<file path="config.mk">
export PLATFORM = sky130hd
export DESIGN_NAME = rect_to_sector_binning
export DESIGN_NICKNAME = d
export VERILOG_FILES = /design/src/hw/rtl/rtsb_pkg.sv /design/src/hw/rtl/rtsb_mul.sv /design/src/hw/rtl/rect_to_sector_binning.sv
export SDC_FILE = /design/constraint.sdc
export NUM_CORES = 1
export LEC_CHECK = 0
export ABC_AREA = 0
export BUFFER_PORTS_ARGS = -buffer_cell sky130_fd_sc_hd__buf_4
export CAP_MARGIN = 20
export CELL_PAD_IN_SITES_DETAIL_PLACEMENT = 0
export CELL_PAD_IN_SITES_GLOBAL_PLACEMENT = 1
export CORE_ASPECT_RATIO = 1.5
export CORE_MARGIN = 5
export CORE_UTILIZATION = 42
export DETAILED_ROUTE_END_ITERATION = 10
export PLACE_DENSITY = 0.79
export SKIP_LAST_GASP = 1
export SLEW_MARGIN = 20
export SYNTH_ARGS = -nofsm -noshare
export SYNTH_HDL_FRONTEND = slang
export SYNTH_HIERARCHICAL = 1
export SYNTH_SLANG_ARGS = --single-unit
</file>
<file path="constraint.sdc">
create_clock -name clk -period 9.8 [get_ports clk]
set_input_delay 0.98 -clock clk [delete_from_list [all_inputs] [get_ports clk]]
set_output_delay 0.98 -clock clk [all_outputs]
set_load 0.02 [all_outputs]
</file>
<file path="src/hw/rtl/rtsb_pkg.sv">
`timescale 1ns / 1ps
`default_nettype none

package rtsb_pkg;

  // Defaults for the top-level parameters.
  localparam int SECTOR_WIDTH_DEF  = 64;
  localparam int SECTOR_HEIGHT_DEF = 64;
  localparam int MAX_LANDSCAPE_DEF = 4096;
  localparam int MAX_RUN_DEF       = 64;
  localparam int MUL_W_DEF         = 16;

  // Fixed field widths.
  localparam int CFG_W     = 13;
  localparam int CFG_IDX_W = 1;
  localparam int COORD_W   = 16;
  localparam int IDX_W     = 12;
  localparam int CR_W      = 6;

  localparam logic [CFG_W-1:0] LANDSCAPE_RESET = 13'd4096;

  // Configuration register indexes.
  localparam logic [CFG_IDX_W-1:0] REG_LANDSCAPE_WIDTH  = 1'd0;
  localparam logic [CFG_IDX_W-1:0] REG_LANDSCAPE_HEIGHT = 1'd1;

  typedef struct packed {
    logic signed [COORD_W-1:0] rect_left;
    logic signed [COORD_W-1:0] rect_top;
    logic signed [COORD_W-1:0] rect_width;
    logic signed [COORD_W-1:0] rect_height;
  } rect_t;

  typedef struct packed {
    logic [IDX_W-1:0] sector_index;
    logic [CR_W-1:0]  sector_column;
    logic [CR_W-1:0]  sector_row;
    logic             outside;
    logic             last;
    logic             truncated;
  } sector_t;

  typedef enum logic [3:0] {
    ST_IDLE,
    ST_CLIP,
    ST_DIV_EST,
    ST_DIV_BACK,
    ST_DIV_FIX,
    ST_BASE,
    ST_LOAD,
    ST_WALK,
    ST_OUTS
  } rtsb_state_t;

  // Which quotient the shared divide sequence is working on.
  typedef enum logic [2:0] {
    DIV_COLS,
    DIV_COL0,
    DIV_COL1,
    DIV_ROW0,
    DIV_ROW1
  } div_sel_t;

endpackage

`default_nettype wire

</file>
<file path="src/hw/rtl/rtsb_mul.sv">
`timescale 1ns / 1ps
`default_nettype none

// Shared unsigned multiplier with a registered product.
module rtsb_mul #(
  parameter int AW = rtsb_pkg::MUL_W_DEF,
  parameter int BW = rtsb_pkg::MUL_W_DEF
) (
  input  wire logic             clk,
  input  wire logic             en,
  input  wire logic [AW-1:0]    a,
  input  wire logic [BW-1:0]    b,
  output logic      [AW+BW-1:0] prod
);

  always_ff @(posedge clk) begin
    if (en) begin
      prod <= (AW+BW)'(a) * (AW+BW)'(b);
    end
  end

endmodule

`default_nettype wire

</file>
<file path="src/hw/rtl/rect_to_sector_binning.sv">
`timescale 1ns / 1ps
`default_nettype none

// Channel   Direction  Handshake                  Payload
// cfg       in         cfg_we                     cfg_index, cfg_data
// rect      in         rect_valid / rect_stall    rect   (rtsb_pkg::rect_t)
// sector    out        sector_valid / sector_stall sector (rtsb_pkg::sector_t)
//
// A rectangle whose clipped origin is off the landscape goes from clipping
// straight to its single result. Any other rectangle goes through clipping,
// five divisions by the sector size on the one shared multiplier (estimate,
// back-multiply and fix for each), the row base multiply and a load, then one
// result per cycle unless the sector channel stalls. The block takes the
// next rectangle once the last result sits in the output register. Reset is
// synchronous and active high; it clears the sequencer and the output valid and
// loads both landscape sizes with 4096. A sector stall holds the walk in place.

module rect_to_sector_binning #(
  parameter int SECTOR_WIDTH  = rtsb_pkg::SECTOR_WIDTH_DEF,
  parameter int SECTOR_HEIGHT = rtsb_pkg::SECTOR_HEIGHT_DEF,
  parameter int MAX_LANDSCAPE = rtsb_pkg::MAX_LANDSCAPE_DEF,
  parameter int MAX_RUN       = rtsb_pkg::MAX_RUN_DEF
) (
  input  wire logic                            clk,
  input  wire logic                            rst,
  input  wire logic                            cfg_we,
  input  wire logic [rtsb_pkg::CFG_IDX_W-1:0]  cfg_index,
  input  wire logic [rtsb_pkg::CFG_W-1:0]      cfg_data,
  input  wire logic                            rect_valid,
  output logic                                 rect_stall,
  input  wire rtsb_pkg::rect_t                 rect,
  output logic                                 sector_valid,
  input  wire logic                            sector_stall,
  output rtsb_pkg::sector_t                    sector
);

  // Landscape size width: holds MAX_LANDSCAPE itself.
  localparam int LW    = $clog2(MAX_LANDSCAPE) + 1;
  // Sector coordinate width.
  localparam int QW    = LW - 1;
  // Multiplier operand width; must also hold the sector size.
  localparam int OPW   = (LW > 10) ? LW : 10;
  localparam int PW    = 2 * OPW;
  localparam int XW    = (LW > rtsb_pkg::IDX_W) ? LW : rtsb_pkg::IDX_W;
  localparam int CNT_W = $clog2(MAX_RUN + 1);
  // Signed width for the normalized edges.
  localparam int SW    = 18;
  // Reciprocals scaled by 2^LW; the estimate is exact or one low.
  localparam int MX    = (1 << LW) / SECTOR_WIDTH;
  localparam int MY    = (1 << LW) / SECTOR_HEIGHT;

  localparam logic [OPW-1:0]   DX      = OPW'(SECTOR_WIDTH);
  localparam logic [OPW-1:0]   DY      = OPW'(SECTOR_HEIGHT);
  localparam logic [OPW-1:0]   RCP_X   = OPW'(MX);
  localparam logic [OPW-1:0]   RCP_Y   = OPW'(MY);
  localparam logic [CNT_W-1:0] RUN_CAP = CNT_W'(MAX_RUN - 1);

  // Configuration registers.
  logic [rtsb_pkg::CFG_W-1:0] land_w;
  logic [rtsb_pkg::CFG_W-1:0] land_h;

  always_ff @(posedge clk) begin
    if (rst) begin
      land_w <= rtsb_pkg::LANDSCAPE_RESET;
      land_h <= rtsb_pkg::LANDSCAPE_RESET;
    end else if (cfg_we) begin
      case (cfg_index)
        rtsb_pkg::REG_LANDSCAPE_WIDTH:  land_w <= cfg_data;
        rtsb_pkg::REG_LANDSCAPE_HEIGHT: land_h <= cfg_data;
        default: ;
      endcase
    end
  end

  // Effective landscape size, held to the range 1 .. MAX_LANDSCAPE.
  logic [LW-1:0] pw;
  logic [LW-1:0] ph;

  always_comb begin
    if (land_w == '0) begin
      pw = LW'(1);
    end else if (32'(land_w) > 32'(MAX_LANDSCAPE)) begin
      pw = LW'(MAX_LANDSCAPE);
    end else begin
      pw = LW'(land_w);
    end
    if (land_h == '0) begin
      ph = LW'(1);
    end else if (32'(land_h) > 32'(MAX_LANDSCAPE)) begin
      ph = LW'(MAX_LANDSCAPE);
    end else begin
      ph = LW'(land_h);
    end
  end

  // Sequencer state and datapath registers.
  rtsb_pkg::rtsb_state_t state, state_next;
  rtsb_pkg::div_sel_t    div_sel;

  logic signed [SW-1:0] x_n, y_n, x_e, y_e;
  logic                 outs;
  logic [LW-1:0]        dvd_cols, dvd_c0, dvd_c1, dvd_r0, dvd_r1;
  logic [QW-1:0]        q_est;
  logic [LW-1:0]        cols;
  logic [QW-1:0]        c0, c1, r0, r1;
  logic [QW-1:0]        walk_c, walk_r;
  logic [rtsb_pkg::IDX_W-1:0] row_base;
  logic [CNT_W-1:0]     count;

  // Input normalization: a negative size moves the near edge and flips sign.
  logic signed [SW-1:0] in_x, in_y, in_w, in_h, in_xn, in_yn, in_wn, in_hn;

  always_comb begin
    in_x  = SW'(rect.rect_left);
    in_y  = SW'(rect.rect_top);
    in_w  = SW'(rect.rect_width);
    in_h  = SW'(rect.rect_height);
    in_xn = (in_w < 0) ? in_x + in_w : in_x;
    in_wn = (in_w < 0) ? -in_w : in_w;
    in_yn = (in_h < 0) ? in_y + in_h : in_y;
    in_hn = (in_h < 0) ? -in_h : in_h;
  end

  // Clipping against the landscape. When the rectangle lies wholly inside, the
  // clamps change nothing, so they are applied every time.
  logic signed [SW-1:0] pw_s, ph_s, clip_l, clip_r, clip_t, clip_b;
  logic signed [SW-1:0] clip_c1, clip_r1;
  logic                 clip_outs, origin_out;

  always_comb begin
    pw_s       = SW'(pw);
    ph_s       = SW'(ph);
    clip_l     = (x_n < 0) ? '0 : x_n;
    clip_t     = (y_n < 0) ? '0 : y_n;
    clip_r     = (x_e < pw_s) ? x_e : pw_s;
    clip_b     = (y_e < ph_s) ? y_e : ph_s;
    clip_outs  = (x_n < 0) || (y_n < 0) || (x_e > pw_s) || (y_e > ph_s);
    origin_out = (clip_l >= pw_s) || (clip_t >= ph_s);
    // A clipped size of zero counts as one pixel, so the far pixel is the origin.
    clip_c1    = (clip_r > clip_l) ? clip_r - SW'(1) : clip_l;
    clip_r1    = (clip_b > clip_t) ? clip_b - SW'(1) : clip_t;
  end

  // Shared multiplier.
  logic           mul_en;
  logic [OPW-1:0] mul_a, mul_b;
  logic [PW-1:0]  prod;

  rtsb_mul #(
    .AW (OPW),
    .BW (OPW)
  ) u_mul (
    .clk  (clk),
    .en   (mul_en),
    .a    (mul_a),
    .b    (mul_b),
    .prod (prod)
  );

  // Operands of the division in progress.
  logic [LW-1:0]  div_dvd;
  logic [OPW-1:0] div_d, div_rcp, div_rem;
  logic [QW-1:0]  div_q;

  always_comb begin
    case (div_sel)
      rtsb_pkg::DIV_COLS: div_dvd = dvd_cols;
      rtsb_pkg::DIV_COL0: div_dvd = dvd_c0;
      rtsb_pkg::DIV_COL1: div_dvd = dvd_c1;
      rtsb_pkg::DIV_ROW0: div_dvd = dvd_r0;
      rtsb_pkg::DIV_ROW1: div_dvd = dvd_r1;
      default:            div_dvd = dvd_cols;
    endcase
    if ((div_sel == rtsb_pkg::DIV_ROW0) || (div_sel == rtsb_pkg::DIV_ROW1)) begin
      div_d   = DY;
      div_rcp = RCP_Y;
    end else begin
      div_d   = DX;
      div_rcp = RCP_X;
    end
    // The estimate is never high, so the remainder lies in [0, 2 * size).
    div_rem = OPW'(div_dvd) - prod[OPW-1:0];
    div_q   = q_est + QW'(div_rem >= div_d);
  end

  // Walk bookkeeping and the result that would be presented this cycle.
  logic              emit_ok, emit, at_final, at_cap;
  logic [XW-1:0]     idx_sum;
  rtsb_pkg::sector_t emit_data;

  assign emit_ok = !sector_valid || !sector_stall;

  always_comb begin
    state_next = state;
    emit       = 1'b0;
    emit_data  = '0;
    mul_en     = 1'b0;
    mul_a      = '0;
    mul_b      = '0;
    at_final   = (walk_c == c1) && (walk_r == r1);
    at_cap     = (count == RUN_CAP);
    idx_sum    = XW'(row_base) + XW'(walk_c);
    case (state)
      rtsb_pkg::ST_IDLE: begin
        if (rect_valid) begin
          state_next = rtsb_pkg::ST_CLIP;
        end
      end
      rtsb_pkg::ST_CLIP: begin
        state_next = origin_out ? rtsb_pkg::ST_OUTS : rtsb_pkg::ST_DIV_EST;
      end
      rtsb_pkg::ST_DIV_EST: begin
        mul_en     = 1'b1;
        mul_a      = OPW'(div_dvd);
        mul_b      = div_rcp;
        state_next = rtsb_pkg::ST_DIV_BACK;
      end
      rtsb_pkg::ST_DIV_BACK: begin
        mul_en     = 1'b1;
        mul_a      = OPW'(prod[LW +: QW]);
        mul_b      = div_d;
        state_next = rtsb_pkg::ST_DIV_FIX;
      end
      rtsb_pkg::ST_DIV_FIX: begin
        state_next = (div_sel == rtsb_pkg::DIV_ROW1) ? rtsb_pkg::ST_BASE
                                                     : rtsb_pkg::ST_DIV_EST;
      end
      rtsb_pkg::ST_BASE: begin
        mul_en     = 1'b1;
        mul_a      = OPW'(r0);
        mul_b      = OPW'(cols);
        state_next = rtsb_pkg::ST_LOAD;
      end
      rtsb_pkg::ST_LOAD: begin
        state_next = rtsb_pkg::ST_WALK;
      end
      rtsb_pkg::ST_WALK: begin
        if (emit_ok) begin
          emit                    = 1'b1;
          emit_data.sector_index  = idx_sum[rtsb_pkg::IDX_W-1:0];
          emit_data.sector_column = walk_c[rtsb_pkg::CR_W-1:0];
          emit_data.sector_row    = walk_r[rtsb_pkg::CR_W-1:0];
          if (at_final && !outs) begin
            emit_data.last = 1'b1;
            state_next     = rtsb_pkg::ST_IDLE;
          end else if (at_cap) begin
            // The run is full; anything still to come, outside sector included,
            // is dropped.
            emit_data.last      = 1'b1;
            emit_data.truncated = 1'b1;
            state_next          = rtsb_pkg::ST_IDLE;
          end else if (at_final) begin
            state_next = rtsb_pkg::ST_OUTS;
          end
        end
      end
      rtsb_pkg::ST_OUTS: begin
        if (emit_ok) begin
          emit              = 1'b1;
          emit_data.outside = 1'b1;
          emit_data.last    = 1'b1;
          state_next        = rtsb_pkg::ST_IDLE;
        end
      end
      default: begin
        state_next = rtsb_pkg::ST_IDLE;
      end
    endcase
  end

  always_ff @(posedge clk) begin
    if (rst) begin
      state <= rtsb_pkg::ST_IDLE;
    end else begin
      state <= state_next;
    end
  end

  assign rect_stall = rst || (state != rtsb_pkg::ST_IDLE);

  always_ff @(posedge clk) begin
    if (rst) begin
      count   <= '0;
      div_sel <= rtsb_pkg::DIV_COLS;
    end else begin
      case (state)
        rtsb_pkg::ST_CLIP: begin
          div_sel <= rtsb_pkg::DIV_COLS;
        end
        rtsb_pkg::ST_DIV_FIX: begin
          case (div_sel)
            rtsb_pkg::DIV_COLS: div_sel <= rtsb_pkg::DIV_COL0;
            rtsb_pkg::DIV_COL0: div_sel <= rtsb_pkg::DIV_COL1;
            rtsb_pkg::DIV_COL1: div_sel <= rtsb_pkg::DIV_ROW0;
            rtsb_pkg::DIV_ROW0: div_sel <= rtsb_pkg::DIV_ROW1;
            default:            div_sel <= rtsb_pkg::DIV_COLS;
          endcase
        end
        rtsb_pkg::ST_LOAD: begin
          count <= '0;
        end
        rtsb_pkg::ST_WALK: begin
          if (emit) begin
            count <= count + CNT_W'(1);
          end
        end
        default: ;
      endcase
    end
  end

  // Payload registers of the sequencer.
  always_ff @(posedge clk) begin
    case (state)
      rtsb_pkg::ST_IDLE: begin
        if (rect_valid && !rect_stall) begin
          x_n <= in_xn;
          y_n <= in_yn;
          x_e <= in_xn + in_wn;
          y_e <= in_yn + in_hn;
        end
      end
      rtsb_pkg::ST_CLIP: begin
        outs     <= clip_outs;
        dvd_cols <= pw - LW'(1);
        dvd_c0   <= clip_l[LW-1:0];
        dvd_c1   <= clip_c1[LW-1:0];
        dvd_r0   <= clip_t[LW-1:0];
        dvd_r1   <= clip_r1[LW-1:0];
      end
      rtsb_pkg::ST_DIV_BACK: begin
        q_est <= prod[LW +: QW];
      end
      rtsb_pkg::ST_DIV_FIX: begin
        case (div_sel)
          rtsb_pkg::DIV_COLS: cols <= LW'(div_q) + LW'(1);
          rtsb_pkg::DIV_COL0: c0   <= div_q;
          rtsb_pkg::DIV_COL1: c1   <= div_q;
          rtsb_pkg::DIV_ROW0: r0   <= div_q;
          rtsb_pkg::DIV_ROW1: r1   <= div_q;
          default: ;
        endcase
      end
      rtsb_pkg::ST_LOAD: begin
        row_base <= prod[rtsb_pkg::IDX_W-1:0];
        walk_c   <= c0;
        walk_r   <= r0;
      end
      rtsb_pkg::ST_WALK: begin
        if (emit) begin
          if (walk_c == c1) begin
            walk_c   <= c0;
            walk_r   <= walk_r + QW'(1);
            row_base <= rtsb_pkg::IDX_W'(XW'(row_base) + XW'(cols));
          end else begin
            walk_c <= walk_c + QW'(1);
          end
        end
      end
      default: ;
    endcase
  end

  // Output register: refilled in the same cycle that its content transfers.
  always_ff @(posedge clk) begin
    if (rst) begin
      sector_valid <= 1'b0;
    end else if (emit) begin
      sector_valid <= 1'b1;
    end else if (!sector_stall) begin
      sector_valid <= 1'b0;
    end
  end

  always_ff @(posedge clk) begin
    if (emit) begin
      sector <= emit_data;
    end
  end

  // A transfer on the rect channel starts a run, so the block holds off the next
  // rectangle in the following cycle.
  assert property (@(posedge clk) disable iff (rst)
    (rect_valid && !rect_stall) |=> rect_stall)
    else $error("rectangle transfer did not start a run");

  // The outside sector always closes its run.
  assert property (@(posedge clk) disable iff (rst)
    (sector_valid && sector.outside) |-> sector.last)
    else $error("outside sector is not the last result");

  // A truncated run ends on an inside sector.
  assert property (@(posedge clk) disable iff (rst)
    (sector_valid && sector.truncated) |-> (sector.last && !sector.outside))
    else $error("truncated flag on a result that does not end the run");

  // The walk never produces more than the run cap.
  assert property (@(posedge clk) disable iff (rst)
    (count <= CNT_W'(MAX_RUN)))
    else $error("run exceeded its result cap");

endmodule

`default_nettype wire

</file>
==> metrics.cfg <==
[global_route]
overflow=0
grt_usage_pct=20.1
grt_pass1_vias=21594
grt_start_max_net_pins=71
antenna_found_initial=0
grt_pass1_wl_um=115000

[power_and_ir_drop]
peakVddDrop_v=0.000130
p_per_area_nw_per_um2=130
p_leak_uw=0.0129

[timing]
setup_viol=0
fin_crit_sh_pct=74.3
max_freq_ghz=0.137
period_minus_slack_ns=7.28
slew_viol_final=0
slew_headroom_pct=30.7
rsz0062_at_grt=no
worst_slew_pin_slew_ns=1.04
finClkSkew_ns=0.0170
finalSetupTns_ns=0
finalHoldViolCount=0
fin_hold_ws_ns=0.472
fin_ws_ns=2.52

[floorplanning]
start_util_pct=42.3
pin_count=112
die_area_sq_um=71300
die_w_um=220
fp-row-count=115
fp.dieH_um=324
design.core.area_sq_um=65500

[placed_design]
port_buffers=111
place_hpwl_um=59100
pre_cts_ws_ns=2.55
place_congestion=0.912

[critical_path]
path_class=reg -> reg
critPathArrivalTime_ns=7.63
reg2reg_from=div_sel[1]
worstPathMaxFanout=20
r2r_cells=22
r2r-end=u_mul/prod[20]
cp-start-kind=register
cp.required_ns=10.14
ff2ff_setup_slack_ns=2.52
endpoint_kind=register

[synth]
synth_cells=2811
synth_area_per_cell_sq_um=9.85
syn_area_sq_um=27700
yosysWarnings=6

[worst_hold_path]
min-delay-path-class=reg -> reg
hp-start=u_mul/prod[17]
min_delay_path_depth=0
min_to=q_est[4]

[detailed_routing]
drtPass1Iterations=6
ant_nets=0
post_drt_wl_per_cell_um=19.0
drcViolationCount=0
vias=20454
vias_per_cell=5.41
first_iter_violations=945
wirelength_um=71900

[clock_network]
cts_resized=0
cts-hold-fix-buffers=0
cts_buffer_depth=3
cts_setup_buffers=0
cts.sinks=338
cts_tree=built
cts_max_level=1
clock_latency_ns=0.60
cts.reportedPaths.clkPinSlew_ns=0.07
ctsRootBufferMaster=clkbuf_16
numCtsBuffers=31

[cells_and_area]
num-nets-final=3356
final_core_util_pct=46.5
area_growth_pct=10.0
drive_gt1_share_pct=8.99
antenna_cells=0
n_fill_cell=6124

[status]
outcome=completed

[flow_run]
cap_violations=0

-- per-stage QoR --
step	cell area, sq um	std cells	total power [uW]
3_5_place_dp	29400	3721	2760
5_1_grt	30500	3780	4170
3_3_place_gp	29400	3721	2740
4_1_cts	30500	3779	4000
6_report	30500	3780	3960
2_1_floorplan	27700	2812	2470
-- cells in the final DEF, fill, tap and decap left out, types with 11 or more instances in the layout --
cell type    n
nor2_1     151
nand2_1    284
ha_1       268
mux2i_1     34
xnor2_1    132
nor3_1      47
nor2b_1     47
inv_1      301
dfxtp_1     41
o21a_1      25
and2_1     113
a31oi_1     27
xor2_1      71
a211oi_1    22
nor4_1      14
nand2b_1    67
buf_4      124
o31ai_1     21
nand3_1     44
nand4_1     29
or3_1       14
mux4_2      12
mux2_2      32
a222oi_1    11
o21ai_0    113
and3_1      24
a21o_1      45
clkbuf_16   32
a21oi_1    151
fa_1       127
edfxtp_1   297
-- layout make-up --
| cell class | instances | area, sq um | area share (%) |
|---|---|---|---|
| multi-input cells | 2082 | 16500 | 54.2 |
| flip-flops and latches | 338 | 9740 | 32.0 |
| inverters | 300 | 1130 | 3.70 |
| well taps | 877 | 1100 | 3.60 |
| repair buffers | 125 | 942 | 3.09 |
| clock buffers | 40 | 851 | 2.79 |
| clock inverters | 18 | 186 | 0.612 |
-- registers in the layout (all words and copies together), names as in the netlist, 17 cells and up --
signal      count
u_mul/prod     25
y_n            17
x_n            17
y_e            18
sector         27
x_e            18
-- how the worst max path moves through the flow --
stage	startpoint	to	slack, ns
2_1_floorplan	state[0]	u_mul/prod[20]	3.40
3_3_place_gp	div_sel[1]	u_mul/prod[20]	2.63
3_5_place_dp	div_sel[1]	u_mul/prod[23]	2.55
4_1_cts	div_sel[1]	u_mul/prod[22]	2.51
5_1_grt	div_sel[1]	u_mul/prod[18]	2.09
6_report	div_sel[1]	u_mul/prod[20]	2.52
-- power by group --
part	leakage [uW]	total, uW	switching (uW)	internal (uW)
combinational	0.00928	942	548	394
clock	0.000511	1230	536	695
sequential	0.00306	1790	82.0	1710
-- worst max-delay path: stages (launching register included) --
cell,delay (ns)
dfxtp_1,0.96
mux4_2,0.60
nor2_1,0.10
a21oi_1,0.07
a222oi_1,0.52
inv_1,0.36
and2_1,0.26
fa_1,0.53
inv_1,0.05
fa_1,0.47
inv_1,0.05
fa_1,0.48
fa_1,0.55
inv_1,0.05
fa_1,0.49
inv_1,0.05
ha_1,0.35
a21oi_2,0.15
nor2_1,0.08
a211oi_4,0.28
o221ai_4,0.20
a311oi_2,0.31
xnor2_1,0.09
-- metal layers --
| metal | up-vias | global-route usage [%] | routed length [um] |
|---|---|---|---|
| met1 | 9868 | 21.7 | 26800 |
| met5 | - | 0 | 0 |
| met4 | 0 | 10.3 | 4550 |
| met2 | 450 | 38.3 | 38700 |
| li1 | 9949 | - | - |
| met3 | 187 | 1.63 | 1850 |
(Power assumes the default switching activity.)
